[src/rtl/core/brf_pkg.sv]
// ----------------------------------------------------------------------------
// brf_pkg
// Shared widths, limits and polynomial coefficients for the bisection root
// finder.
// ----------------------------------------------------------------------------
`timescale 1ns / 1ps

package brf_pkg;

  localparam int FRAC_BITS      = 24;
  localparam int MAX_ITERATIONS = 64;
  localparam int X_W            = 32;
  localparam int ACC_W          = 64;
  localparam int MAG_W          = ACC_W - 1;
  localparam int TOL_W          = 25;
  localparam int ITER_W         = $clog2(MAX_ITERATIONS + 1);
  localparam int TERMS          = 4;
  localparam int TERM_W         = $clog2(TERMS);
  localparam int MUL_SHIFT      = X_W - FRAC_BITS;
  localparam int HALF_W         = 32;

  localparam logic [MAG_W-1:0]        MAG_MAX   = '1;
  localparam logic [TOL_W-1:0]        TOL_RESET = TOL_W'(1678);
  localparam logic [ITER_W-1:0]       ITER_CAP  = ITER_W'(MAX_ITERATIONS);

  localparam logic signed [ACC_W-1:0] ONE    = ACC_W'(1) <<< FRAC_BITS;
  // leading coefficient of 2x^4 - 5x^3 + x^2 + 4x - 4
  localparam logic signed [ACC_W-1:0] C_LEAD = ONE <<< 1;

  // coefficients added after each Horner multiply, highest power first
  function automatic logic signed [ACC_W-1:0] coef(input logic [TERM_W-1:0] idx);
    logic signed [ACC_W-1:0] c;
    unique case (idx)
      2'd0: c = -((ONE <<< 2) + ONE);
      2'd1: c = ONE;
      2'd2: c = ONE <<< 2;
      2'd3: c = -(ONE <<< 2);
    endcase
    return c;
  endfunction

endpackage

[src/rtl/core/brf_poly.sv]
// ----------------------------------------------------------------------------
// brf_poly
// Horner evaluation of the quartic on one shared 32x32 multiplier, with
// symmetric saturation of the Q40.24 accumulator.
// ----------------------------------------------------------------------------
`timescale 1ns / 1ps

module brf_poly
  import brf_pkg::*;
(
  input  logic                    clk,
  input  logic                    rst,
  input  logic                    start,
  input  logic signed [X_W-1:0]   x,
  output logic                    done,
  output logic signed [ACC_W-1:0] result
);

  typedef enum logic [2:0] {
    P_IDLE,
    P_MAG,
    P_MUL_LO,
    P_MUL_HI,
    P_SCALE,
    P_ADD
  } pstate_t;

  localparam logic signed [ACC_W:0] POS_LIM = {2'b00, MAG_MAX};
  localparam logic signed [ACC_W:0] NEG_LIM = -POS_LIM;

  pstate_t                 state;
  logic signed [ACC_W-1:0] acc;
  logic                    acc_neg;
  logic [MAG_W-1:0]        mag;
  logic [X_W-1:0]          mx;
  logic                    x_neg;
  logic [TERM_W-1:0]       term;
  logic [ACC_W-1:0]        lp;
  logic [ACC_W-1:0]        hp;
  logic [MAG_W-1:0]        rmag;
  logic                    rneg;

  logic [HALF_W-1:0]       mul_a;
  logic [ACC_W-1:0]        prod;
  logic                    hp_ovf;
  logic [ACC_W:0]          tsum;
  logic [MAG_W-1:0]        scaled;
  logic signed [ACC_W:0]   coef_ext;
  logic signed [ACC_W:0]   rmag_ext;
  logic signed [ACC_W:0]   asum;
  logic signed [ACC_W-1:0] acc_next;

  // the one multiplier: low half of the magnitude first, then the high half
  assign mul_a = (state == P_MUL_LO) ? mag[HALF_W-1:0] : HALF_W'(mag[MAG_W-1:HALF_W]);
  assign prod  = ACC_W'(mul_a) * ACC_W'(mx);

  always_comb begin
    hp_ovf = (hp >> (MAG_W - MUL_SHIFT)) != '0;
    tsum   = (ACC_W + 1)'(hp << MUL_SHIFT) + (ACC_W + 1)'(lp >> FRAC_BITS);
    if (hp_ovf || (tsum > (ACC_W + 1)'(MAG_MAX))) begin
      scaled = MAG_MAX;
    end else begin
      scaled = tsum[MAG_W-1:0];
    end
  end

  always_comb begin
    coef_ext = (ACC_W + 1)'(coef(term));
    rmag_ext = signed'({2'b00, rmag});
    asum     = rneg ? (coef_ext - rmag_ext) : (coef_ext + rmag_ext);
    priority if (asum > POS_LIM) begin
      acc_next = ACC_W'(POS_LIM);
    end else if (asum < NEG_LIM) begin
      acc_next = ACC_W'(NEG_LIM);
    end else begin
      acc_next = asum[ACC_W-1:0];
    end
  end

  always_ff @(posedge clk) begin
    if (rst) begin
      state <= P_IDLE;
      done  <= 1'b0;
    end else begin
      done <= (state == P_ADD) && (term == TERM_W'(TERMS - 1));
      unique case (state)
        P_IDLE: begin
          if (start) begin
            acc   <= C_LEAD;
            x_neg <= x[X_W-1];
            mx    <= x[X_W-1] ? X_W'(-x) : X_W'(x);
            term  <= '0;
            state <= P_MAG;
          end
        end
        P_MAG: begin
          acc_neg <= acc[ACC_W-1];
          mag     <= acc[ACC_W-1] ? MAG_W'(-acc) : MAG_W'(acc);
          state   <= P_MUL_LO;
        end
        P_MUL_LO: begin
          lp    <= prod;
          state <= P_MUL_HI;
        end
        P_MUL_HI: begin
          hp    <= prod;
          state <= P_SCALE;
        end
        P_SCALE: begin
          rmag  <= scaled;
          rneg  <= acc_neg ^ x_neg;
          state <= P_ADD;
        end
        P_ADD: begin
          acc  <= acc_next;
          term <= term + TERM_W'(1);
          if (term == TERM_W'(TERMS - 1)) begin
            state <= P_IDLE;
          end else begin
            state <= P_MAG;
          end
        end
        default: state <= P_IDLE;
      endcase
    end
  end

  assign result = acc;

endmodule

[src/rtl/core/bisection_root_finder.sv]
// ----------------------------------------------------------------------------
// bisection_root_finder
// Bisects a Q8.24 interval toward a root of 2x^4 - 5x^3 + x^2 + 4x - 4.
// ----------------------------------------------------------------------------
// Input channel (in_valid/in_ready) takes lower_bound and upper_bound, both
// signed Q8.24. Output channel (out_valid/out_ready) returns root (last
// midpoint), iterations (steps taken, 1..64) and converged. The config
// channel (cfg_valid/cfg_ready/cfg_data) sets the tolerance on |p(mid)|;
// it is always ready and should only be written while the block is idle.
// One interval is worked at a time; in_ready is high only between jobs.
// Each polynomial evaluation runs four Horner terms, each through the
// magnitude, low product, high product, scale and add states, with two
// partial products per term on the single 32x32 multiplier. An interval
// costs two evaluations up front, then per bisection step one step
// state, one evaluation and one check state. The result is offered, and
// in_ready is back, in the same cycle once the output register is free.
// The finished result sits in an output register, so a new interval is
// taken while the receiver stalls; a second result waits until it drains.
// Synchronous reset returns to idle, drops out_valid and sets the
// tolerance to 1678 (about 1e-4).
// ----------------------------------------------------------------------------
`timescale 1ns / 1ps

module bisection_root_finder
  import brf_pkg::*;
(
  input  logic                    clk,
  input  logic                    rst,
  input  logic                    cfg_valid,
  output logic                    cfg_ready,
  input  logic [TOL_W-1:0]        cfg_data,
  input  logic                    in_valid,
  output logic                    in_ready,
  input  logic signed [X_W-1:0]   lower_bound,
  input  logic signed [X_W-1:0]   upper_bound,
  output logic                    out_valid,
  input  logic                    out_ready,
  output logic signed [X_W-1:0]   root,
  output logic [ITER_W-1:0]       iterations,
  output logic                    converged
);

  typedef enum logic [2:0] {
    T_IDLE,
    T_POLY_LO,
    T_POLY_MID,
    T_STEP,
    T_CHECK,
    T_FINISH
  } tstate_t;

  tstate_t                 state;
  logic [TOL_W-1:0]        tol;
  logic signed [X_W-1:0]   lo;
  logic signed [X_W-1:0]   hi;
  logic signed [X_W-1:0]   mid;
  logic signed [ACC_W-1:0] p_lo;
  logic signed [ACC_W-1:0] p_mid;
  logic [ITER_W-1:0]       steps;
  logic                    first;
  logic                    conv;
  logic                    pstart;
  logic signed [X_W-1:0]   px;

  logic                    pdone;
  logic signed [ACC_W-1:0] presult;

  logic signed [X_W:0]     in_sum;
  logic signed [X_W-1:0]   in_mid;
  logic                    lo_zero;
  logic                    mid_zero;
  logic                    go_low;
  logic                    go_high;
  logic signed [X_W-1:0]   lo_next;
  logic signed [X_W-1:0]   hi_next;
  logic signed [X_W:0]     step_sum;
  logic signed [X_W-1:0]   mid_next;
  logic signed [ACC_W-1:0] tol_s;
  logic                    within_tol;

  brf_poly u_poly (
    .clk    (clk),
    .rst    (rst),
    .start  (pstart),
    .x      (px),
    .done   (pdone),
    .result (presult)
  );

  assign cfg_ready = 1'b1;
  assign in_ready  = (state == T_IDLE);

  // floor((a + b) / 2) via arithmetic shift of the widened sum
  assign in_sum = (X_W + 1)'(lower_bound) + (X_W + 1)'(upper_bound);
  assign in_mid = X_W'(in_sum >>> 1);

  always_comb begin
    lo_zero  = (p_lo == '0);
    mid_zero = (p_mid == '0);
    go_low   = !lo_zero && !mid_zero && (p_lo[ACC_W-1] == p_mid[ACC_W-1]);
    go_high  = !lo_zero && !mid_zero && (p_lo[ACC_W-1] != p_mid[ACC_W-1]);
    lo_next  = go_low ? mid : lo;
    hi_next  = go_high ? mid : hi;
    step_sum = (X_W + 1)'(lo_next) + (X_W + 1)'(hi_next);
    mid_next = X_W'(step_sum >>> 1);
  end

  assign tol_s      = signed'(ACC_W'(tol));
  assign within_tol = (p_mid <= tol_s) && (p_mid >= -tol_s);

  always_ff @(posedge clk) begin
    if (rst) begin
      tol <= TOL_RESET;
    end else if (cfg_valid && cfg_ready) begin
      tol <= cfg_data;
    end
  end

  always_ff @(posedge clk) begin
    if (rst) begin
      state     <= T_IDLE;
      pstart    <= 1'b0;
      out_valid <= 1'b0;
    end else begin
      pstart <= ((state == T_IDLE) && in_valid) || ((state == T_POLY_LO) && pdone) ||
                (state == T_STEP);
      if ((state == T_FINISH) && (!out_valid || out_ready)) begin
        out_valid <= 1'b1;
      end else if (out_valid && out_ready) begin
        out_valid <= 1'b0;
      end
      unique case (state)
        T_IDLE: begin
          if (in_valid) begin
            lo     <= lower_bound;
            hi     <= upper_bound;
            mid    <= in_mid;
            steps  <= '0;
            first  <= 1'b1;
            px     <= lower_bound;
            state  <= T_POLY_LO;
          end
        end
        T_POLY_LO: begin
          if (pdone) begin
            p_lo   <= presult;
            px     <= mid;
            state  <= T_POLY_MID;
          end
        end
        T_POLY_MID: begin
          if (pdone) begin
            p_mid <= presult;
            first <= 1'b0;
            state <= first ? T_STEP : T_CHECK;
          end
        end
        T_STEP: begin
          lo    <= lo_next;
          hi    <= hi_next;
          mid   <= mid_next;
          steps <= steps + ITER_W'(1);
          if (go_low) begin
            p_lo <= p_mid;
          end
          px     <= mid_next;
          state  <= T_POLY_MID;
        end
        T_CHECK: begin
          priority if (within_tol) begin
            conv  <= 1'b1;
            state <= T_FINISH;
          end else if (steps == ITER_CAP) begin
            conv  <= 1'b0;
            state <= T_FINISH;
          end else begin
            state <= T_STEP;
          end
        end
        T_FINISH: begin
          // hold until the output register is free
          if (!out_valid || out_ready) begin
            root       <= mid;
            iterations <= steps;
            converged  <= conv;
            state      <= T_IDLE;
          end
        end
        default: state <= T_IDLE;
      endcase
    end
  end

endmodule

[config.mk]
export PLATFORM = sky130hd
export DESIGN_NAME = bisection_root_finder
export DESIGN_NICKNAME = d
export VERILOG_FILES = /design/src/rtl/core/brf_pkg.sv /design/src/rtl/core/brf_poly.sv /design/src/rtl/core/bisection_root_finder.sv
export SDC_FILE = /design/constraint.sdc
export NUM_CORES = 2
export LEC_CHECK = 0
export ABC_AREA = 1
export BUFFER_PORTS_ARGS = -buffer_cell sky130_fd_sc_hd__buf_2
export CAP_MARGIN = 20
export CORE_MARGIN = 2
export CORE_UTILIZATION = 40
export DETAILED_ROUTE_END_ITERATION = 8
export PLACE_DENSITY_LB_ADDON = 0.12
export SLEW_MARGIN = 0
export SYNTH_ARGS = -nofsm -noshare
export SYNTH_HDL_FRONTEND = slang
export SYNTH_HIERARCHICAL = 1
export SYNTH_SLANG_ARGS = --single-unit
[constraint.sdc]
create_clock -name clk -period 15.6 [get_ports clk]
set_input_delay 0.78 -clock clk [delete_from_list [all_inputs] [get_ports clk]]
set_output_delay 0.78 -clock clk [all_outputs]
set_load 0.01 [all_outputs]
==> run_results.csv <==
group,metric,value,unit
hold_path,worstHoldPathCells,3,
sta,fin_skew,62.3,ps
sta,post-route-min-period,10330,ps
yosys,seq_area_frac_synth,0.260,
worst_setup_path,cp_max_fo,33,
sta,setup_violations,0,
worst_setup_path,reg2reg_from,"u_poly/state[0]",
clock_network,clock_path_buffers,3,
floorplanning,die-area,193000,um2
worst_setup_path,rr_endpoint,"u_poly/hp[56]",
floorplanning,initial_core_util,0.404,
clock_network,cts.sinks,670,
yosys,synth_top_area_frac,0.251,
yosys,synth.largest_area_cell,"edfxtp_1",
sta,rsz0062_at_grt,"no",
hold_path,min_to,"tol[7]",
grt,grt_pass1_vias,62896,
layout,antenna_cells,0,
grt,globalRouteOverflowTotal,0,
hold_path,min-delay-start,"cfg_data[7]",
worst_setup_path,rrSetupSlack,5270,ps
yosys,synth_edf_count,636,
clock_network,cts_inserted_buffers,80,
layout,regArea,19800,um2
route,routed_via_density,5.33,
yosys,synth.most_common_cell,"nand2_1",
worst_setup_path,required,16010,ps
job,cap_violations,0,
grt,antenna_found_initial,5,
sta,period_share,0.662,
yosys,syn_inst,9147,
yosys,avgSynthCellArea,8.30,um2
worst_setup_path,worst_path_most_repeated_cell,"fa_1",
grt,grt_max_degree,74,
layout,nets,10674,
clock_network,cts_tree,"yes",
hold_path,hold_path.class,"input pin to register",
yosys,syn_area,75900,um2
floorplanning,core.rowCount,159,
clock_network,path_clk_slew,60,ps
route,wire_per_inst,22.9,um
placed_design,io_buffers,135,
clock_network,postCtsResizedCells,0,
grt,grt_pass1_wl,406,mm
clock_network,clk_latency,710,ps
route,drc,0,
sta,maxSlewViolCount,0,
sta,clock.fmax,0.0968,GHz
placed_design,dp_hpwl,219,mm
grt,grtUsageTotal,0.281,
clock_network,ctsHtreeMaxLevel,3,
clock_network,cts_setup_buffers,0,
layout,layout-drive-gt1-share,0.0766,
route,drt-pass1-iter-count,8,
worst_setup_path,cp_slowest_stage_delay,790,ps
worst_setup_path,endpoint_kind,"register",
floorplanning,die_w,440,um
sta,max_slew_margin,0.195,
route,via_count,62600,
layout,multiInputGateArea,49100,um2
layout,fill_cells,18996,
route,ant_nets,0,
run_status,status,"finished clean",
worst_setup_path,worst_setup_path_start_kind,"register",
floorplanning,ios,137,
worst_setup_path,crit_type,"register to register",
route,drt-total-wl,269,mm
floorplanning,die_h,440,um
worst_setup_path,r2r.worst_path.cells,36,
placed_design,gp_congestion,0.979,
clock_network,postCtsHoldBufs,0,
yosys,synthTopCellsByCount,"1,899 x nand2_1, 1,582 x inv_1, 1,253 x nor2_1, 899 x fa_1, 636 x edfxtp_1",
yosys,synth_seq_cells,670,
floorplanning,design.core.area,188000,um2
yosys,async_flop_share,0,
yosys,synthFlopType,"edfxtp_1",
sta,worst_pin_slew,1200,ps
yosys,ys_warn_count,6,
clock_network,cts_root_buffer,"clkbuf_16",
yosys,synth.area.top_cells,"edfxtp_1 25%, fa_1 24%, nand2_1 9.4%",
yosys,synth_cell_type_count,70,
worst_setup_path,cp_slowest_cell,"clkinv_1",
sta,hold_viol,0,
layout,area_growth,8.25,%
worst_setup_path,cp.arrival,10730,ps
sta,finalSetupTns,0,ps
route,first_iter_violations,6007,
yosys,syn-num-nets,10637,
[flip-flops by register name, indices dropped and copies added (netlist names), 40 cells and up]
register / count
p_lo: 64
p_mid: 64
u_poly/hp: 64
u_poly/lp: 40
u_poly/mag: 63
u_poly/result: 64
u_poly/rmag: 63
[routing by layer]
layer | share of wire | track usage
met1 | 0.46 | 0.418
met2 | 0.44 | 0.431
met3 | 0.070 | 0.0355
met4 | 0.026 | 0.0694
met5 | 0 | 0
[cells in the final DEF (no fill, tap or decap), drive strengths merged, types with 7 or more instances in the layout]
master,netlist,routed
clkbuf,255,96
o22ai,7,7
nand2,1963,1963
a31oi,56,56
o21a,29,29
nor2,1321,1321
clkinv,21,52
fa,899,899
buf,30,240
nand3b,17,17
a21o,13,13
nand4,71,71
xnor2,100,100
nor3,84,84
edfxtp,636,636
ha,497,497
xor2,185,185
a21oi,462,462
o31ai,8,8
o211ai,12,12
o21ai,384,384
o21bai,10,10
inv,1603,1612
nor4,46,46
or2,45,45
nand3,273,273
dfxtp,34,34
a21boi,24,24
o221ai,25,25
[through the flow]
| stage | area, um2 | setup slack (ps) | util | instances | hold slack [ps] |
|---|---|---|---|---|---|
| 2_1_floorplan | 75900 | 3730 | - | 9147 | 400 |
| 3_3_place_gp | 79500 | 5490 | 0.422 | 11591 | 434 |
| 3_5_place_dp | 79500 | 5370 | 0.423 | 11592 | 431 |
| 4_1_cts | 82100 | 5350 | 0.436 | 11740 | 244 |
| 5_1_grt | 82200 | 4650 | 0.437 | 11745 | 285 |
| 6_report | 82200 | 5270 | 0.437 | 11745 | 291 |
[cells by family after synthesis]
group	synth area share
DFF	0.260
adders and majority gates	0.319
other	0.0000494
buffers and inverters	0.0961
and+or+nand+nor	0.212
AOI/OAI and AO/OA	0.0794
xor gates and xnor gates	0.0329
[worst max-delay path: cells and delay by family, from the launching register on]
family / cells / cell delay (ps)
fa+ha+maj: 9 / 4180
flops: 1 / 380
buf+inv: 10 / 2400
simple gates: 8 / 1210
xor+xnor: 1 / 160
compound gates: 8 / 1660
[worst max-delay path by stage]
stage / start / end / cells after the start
after floorplan: p_mid[63] / p_lo[0] / 9
after global placement: u_poly/state[1] / u_poly/hp[60] / 37
after detailed placement: u_poly/state[0] / u_poly/hp[60] / 36
after CTS: u_poly/state[0] / u_poly/hp[56] / 36
after global routing: u_poly/state[1] / u_poly/hp[60] / 37
final: u_poly/state[0] / u_poly/hp[56] / 36
[area by class of cell]
| type | count | area share |
|---|---|---|
| clock buffers | 96 | 0.0251 |
| multi-input cells | 6568 | 0.597 |
| clock inverters | 52 | 0.00638 |
| well taps | 2495 | 0.0380 |
| repair buffers | 240 | 0.0189 |
| inverters | 1624 | 0.0743 |
| flip-flops and latches | 670 | 0.241 |
Power is left out: the tool's default activity adds up to more than one toggle a clock period on the data nets, which glitch-free logic cannot reach.
